[config.mk]
export PLATFORM = sky130hd
export DESIGN_NAME = sme_regfile
export DESIGN_NICKNAME = d
export VERILOG_FILES = /design/src/rtl/sme_pkg.sv /design/src/rtl/sme_regfile.sv
export SDC_FILE = /design/constraint.sdc
export NUM_CORES = 1
export LEC_CHECK = 0
export BUFFER_PORTS_ARGS = -buffer_cell sky130_fd_sc_hd__buf_2
export CAP_MARGIN = 20
export CORE_UTILIZATION = 62
export DETAILED_ROUTE_END_ITERATION = 10
export PLACE_DENSITY_LB_ADDON = 0.2
export SLEW_MARGIN = 25
export SYNTH_ARGS = -nofsm -noshare
export SYNTH_HDL_FRONTEND = slang
export SYNTH_SLANG_ARGS = --single-unit
[constraint.sdc]
create_clock -name clk_i -period 1.75 [get_ports clk_i]
set_input_delay 0.175 -clock clk_i [delete_from_list [all_inputs] [get_ports clk_i]]
set_output_delay 0.175 -clock clk_i [all_outputs]
set_load 0.02 [all_outputs]
[src/rtl/sme_pkg.sv]
// Shared types and codes for the stack machine executor.
package sme_pkg;

  // Tagged value as held on the stack and in the register file
  typedef struct packed {
    logic [1:0]  tag;
    logic [63:0] val;
  } tval_t;

  localparam logic [1:0] TAG_INT  = 2'd0;
  localparam logic [1:0] TAG_PTR  = 2'd2;
  localparam logic [1:0] TAG_PAIR = 2'd3;

  localparam int unsigned WORD_BYTES = 8;
  localparam logic [7:0]  BYTE_MASK  = 8'hFF;

  typedef enum logic [4:0] {
    OP_NOP      = 5'd0,
    OP_PUSH     = 5'd1,
    OP_PUSH_REG = 5'd2,
    OP_LOAD     = 5'd3,
    OP_POP_REG  = 5'd4,
    OP_STORE    = 5'd5,
    OP_DUP      = 5'd6,
    OP_INC      = 5'd7,
    OP_DEC      = 5'd8,
    OP_ADD      = 5'd9,
    OP_ADD_REG  = 5'd10,
    OP_SUB      = 5'd11,
    OP_SUB_REG  = 5'd12,
    OP_NATIVE   = 5'd13,
    OP_HALT     = 5'd14,
    OP_JMP      = 5'd15,
    OP_JNZ      = 5'd16,
    OP_JZ       = 5'd17
  } op_e;

  typedef enum logic [2:0] {
    ST_OK    = 3'd0,
    ST_JUMP  = 3'd1,
    ST_HALT  = 3'd2,
    ST_OVER  = 3'd3,
    ST_UNDER = 3'd4,
    ST_TYPE  = 3'd5,
    ST_VALUE = 3'd6,
    ST_ADDR  = 3'd7
  } status_e;

  typedef enum logic [1:0] {
    S_IDLE,
    S_SECOND,
    S_EXEC
  } state_e;

endpackage

[src/rtl/sme_regfile.sv]
// Register file memory: two registered read ports, one write port, valid bits.
module sme_regfile #(
  parameter int COUNT = 16,
  localparam int RIW = $clog2(COUNT)
) (
  input  logic              clk_i,
  input  logic              rst_ni,
  input  logic              rd_en_i,
  input  logic [RIW-1:0]    rd_addr_a_i,
  input  logic [RIW-1:0]    rd_addr_b_i,
  output sme_pkg::tval_t    rd_data_a_o,
  output sme_pkg::tval_t    rd_data_b_o,
  input  logic              wr_en_i,
  input  logic [RIW-1:0]    wr_addr_i,
  input  sme_pkg::tval_t    wr_data_i
);

  sme_pkg::tval_t mem [COUNT];
  logic [COUNT-1:0] valid_q;
  sme_pkg::tval_t rd_a_q, rd_b_q;
  logic va_q, vb_q;

  // valid bits: unwritten entries read as int zero
  always_ff @(posedge clk_i or negedge rst_ni) begin
    if (!rst_ni) begin
      valid_q <= '0;
      va_q    <= 1'b0;
      vb_q    <= 1'b0;
    end else begin
      if (wr_en_i) begin
        valid_q[wr_addr_i] <= 1'b1;
      end
      if (rd_en_i) begin
        va_q <= valid_q[rd_addr_a_i];
        vb_q <= valid_q[rd_addr_b_i];
      end
    end
  end

  always_ff @(posedge clk_i) begin
    if (wr_en_i) begin
      mem[wr_addr_i] <= wr_data_i;
    end
    if (rd_en_i) begin
      rd_a_q <= mem[rd_addr_a_i];
      rd_b_q <= mem[rd_addr_b_i];
    end
  end

  assign rd_data_a_o = va_q ? rd_a_q : '0;
  assign rd_data_b_o = vb_q ? rd_b_q : '0;

endmodule

==> results.tsv <==
metric	value	unit
yosys_warnings	0	
ant_nets	0	
yosys.cell_types.count	19	
die_w	295	µm
worst_pin_slew	0.562	ns
fillers	4368	
drive_gt1_share	52.4	%
coreArea	0.0851	mm²
start_kind	flip-flop	
peakVddDrop	0.948	mV
finalHoldViolCount	0	
r2r-end	rd_a_q[47]$_DFFE_PP_	
dr_wl_met3	14.8	mm
dieArea	0.0870	mm²
p_leak	21.5	nW
synth_nets	2299	
path_clk_slew	0.07	ns
final_area	0.0650	mm²
cts_buffers	119	
gp_congestion	0.855	
drc	0	
io_buffers	213	
skew	0.0141	ns
ios	214	
drt-pass1-iter-count	5	
routed.top_layer	met5	
grt_antenna_before_repair	6	
finalNetCount	2838	
vias_per_cell	7.11	
p_per_area	1070	mW/mm²
wire_per_inst	35.7	µm
synth_area_per_cell	24.0	µm²
dp.cells	3687	
tns	-33.84	ns
crit_required	1.57	ns
met2_length	73.7	mm
instances_no_fill	4010	
area.growth.synth_to_final	22.2	%
htree_levels	3	
synth_area_leaders	edfxtp_1 (67%), mux4_2 (28%), and2_1 (1.6%), dfrtp_1 (0.85%), buf_6 (0.66%)	
num_vias	28500	
status	finished with violations	
rows	107	
r2r_slack	0.01	ns
yosysTopAreaCell	edfxtp_1	
clock_path_buffers	3	
cp-endpoint	rd_data_a_o[51]	
violations	setup timing	
cp_max_fo	5	
crit_type	reg -> out	
fin_crit	2.08	ns
end_kind	output port	
ys_seq_area_share	67.9	%
die_y	295	µm
cap_viol_max_count	0	
root_buffer	clkbuf_16	
startpoint	va_q$_DFFE_PN0P_	
worstPathArrival	1.91	ns
holdCritPathClass	in -> async	
met1Wirelength	49.3	mm
timing.rr.start	mem[15][47]$_DFFE_PP_	
reg2regPathDepth	2	
synth_top_cell_area_share	67.0	%
routed_wl	143	mm
finalSetupViolations	132	
clk_latency	0.71	ns
place_area	0.0591	mm²
cts_sinks	1206	
grt_max_degree	35	
holdWs	0.0597	ns
finalMaxSlewViolations	0	
syn-instance-count	2217	
grtUsageTotal	33.9	%
grt_overflow	0	
grt_pass1_wl	208	mm
start_util	62.5	%
ys_seq_elements	1206	
slew_headroom	62.4	%
postLayoutCoreUtil	76.4	%
setup_ws	-0.330	ns
detailed_place_hpwl	86.0	mm
grt_pass1_vias	30200	
syn_area	0.0532	mm²
rsz0062_at_grt	yes	
drt_iter0_drc	3567	
cts_tree	built	
fmax	481	MHz
period_share	119	%
-- power breakdown --
group | leakage [nW] | switching, mW | total [mW] | internal, mW
Combinational | 8.47 | 4.70 | 9.75 | 5.05
Clock | 1.97 | 11.2 | 26.6 | 15.4
Sequential | 11.0 | 0.472 | 33.2 | 32.7
Total | 21.5 | 16.4 | 69.5 | 53.2
-- flip-flops by register name, indices dropped and copies added, names as in the netlist --
signal   cells
va_q         1
rd_b_q      66
rd_a_q      66
vb_q         1
valid_q     16
mem       1056
-- critical path, cell delays in order (launching register included) --
cell	delay (ns)
dfrtp_2	0.47
buf_6	0.16
buf_8	0.13
buf_16	0.15
and2_4	0.14
buf_6	0.12
-- area by class of cell --
| type | instances | area, µm² | area share [%] |
|---|---|---|---|
| diodes | 4 | 10.0 | 0.0154 |
| clock buffers | 133 | 3050 | 4.69 |
| clock inverters | 94 | 1010 | 1.56 |
| multi-input cells | 847 | 16600 | 25.5 |
| flip-flops and latches | 1206 | 36100 | 55.5 |
| well taps | 1144 | 1430 | 2.20 |
| repair buffers | 582 | 6840 | 10.5 |
-- cells in the mapped netlist --
master       n
nand2b_1     2
clkbuf_1    69
mux4_2     668
edfxtp_1  1188
buf_6       31
mux2_2       2
buf_1       21
nor2_1      12
buf_2       23
nand2_1      1
or2_2       16
buf_4       20
nand3_1      1
or3b_2       1
nor3_1       4
nand3b_1     2
mux2i_1      6
and2_1     132
dfrtp_1     18
-- routing by layer --
layer,up-vias,track usage (%)
met5,-,0
met4,2,12.1
met3,331,6.03
met2,1953,56.5
met1,15300,45.9
li1,11000,-
-- logic make-up (layout without fill, tap and decap cells) --
family	Yosys count	count (layout)	share of synthesized area [%]
multiplexers	676	676	28.4
AND/OR/NAND/NOR	171	171	1.95
other	0	4	0
buffers and inverters	164	809	1.79
flip-flops	1206	1206	67.9
-- how the worst min path moves through the flow --
stage               cells after the start                      end  slack (ns)          from
global route                            3    mem[14][33]$_DFFE_PP_        0.06  wr_addr_i[2]
detailed placement                      1   valid_q[6]$_DFFE_PN0P_        0.14        rst_ni
finish                                  2  valid_q[14]$_DFFE_PN0P_        0.06        rst_ni
floorplan                               0         va_q$_DFFE_PN0P_       -0.12        rst_ni
CTS                                     2  valid_q[12]$_DFFE_PN0P_        0.02        rst_ni
global placement                        1   valid_q[7]$_DFFE_PN0P_        0.12        rst_ni
-- layout by cell type (no fill, tap or decap), types with 16 or more instances in the layout --
| cell type | synthesis | routed |
|---|---|---|
| and2_1 | 132 | 39 |
| and2_4 | 0 | 93 |
| buf_12 | 0 | 161 |
| buf_2 | 23 | 95 |
| buf_4 | 20 | 162 |
| buf_6 | 31 | 76 |
| bufinv_16 | 0 | 19 |
| clkbuf_16 | 0 | 122 |
| clkinv_1 | 0 | 28 |
| clkinv_2 | 0 | 26 |
| dfrtp_1 | 18 | 16 |
| dlygate4sd3_1 | 0 | 71 |
| edfxtp_1 | 1188 | 1188 |
| mux4_2 | 668 | 668 |
| or2_2 | 16 | 16 |
-- stage by stage --
step | setup slack (ns) | power [mW]
after floorplan | -0.951 | 38.3
after global placement | -0.297 | 41.2
after detailed placement | -0.319 | 41.4
after CTS | -0.325 | 69.3
after global routing | -0.344 | 71.1
final | -0.330 | 69.5
-- what timing repair did --
action	CTS	global route
pin swaps	1	2
resized for setup	241	63
setup endpoints to repair	132	132
buffers inserted	13	1
hold buffers	71	0
endpoints found under the hold margin	1094	0
cloned	7	2
(Power assumes the default switching activity.)
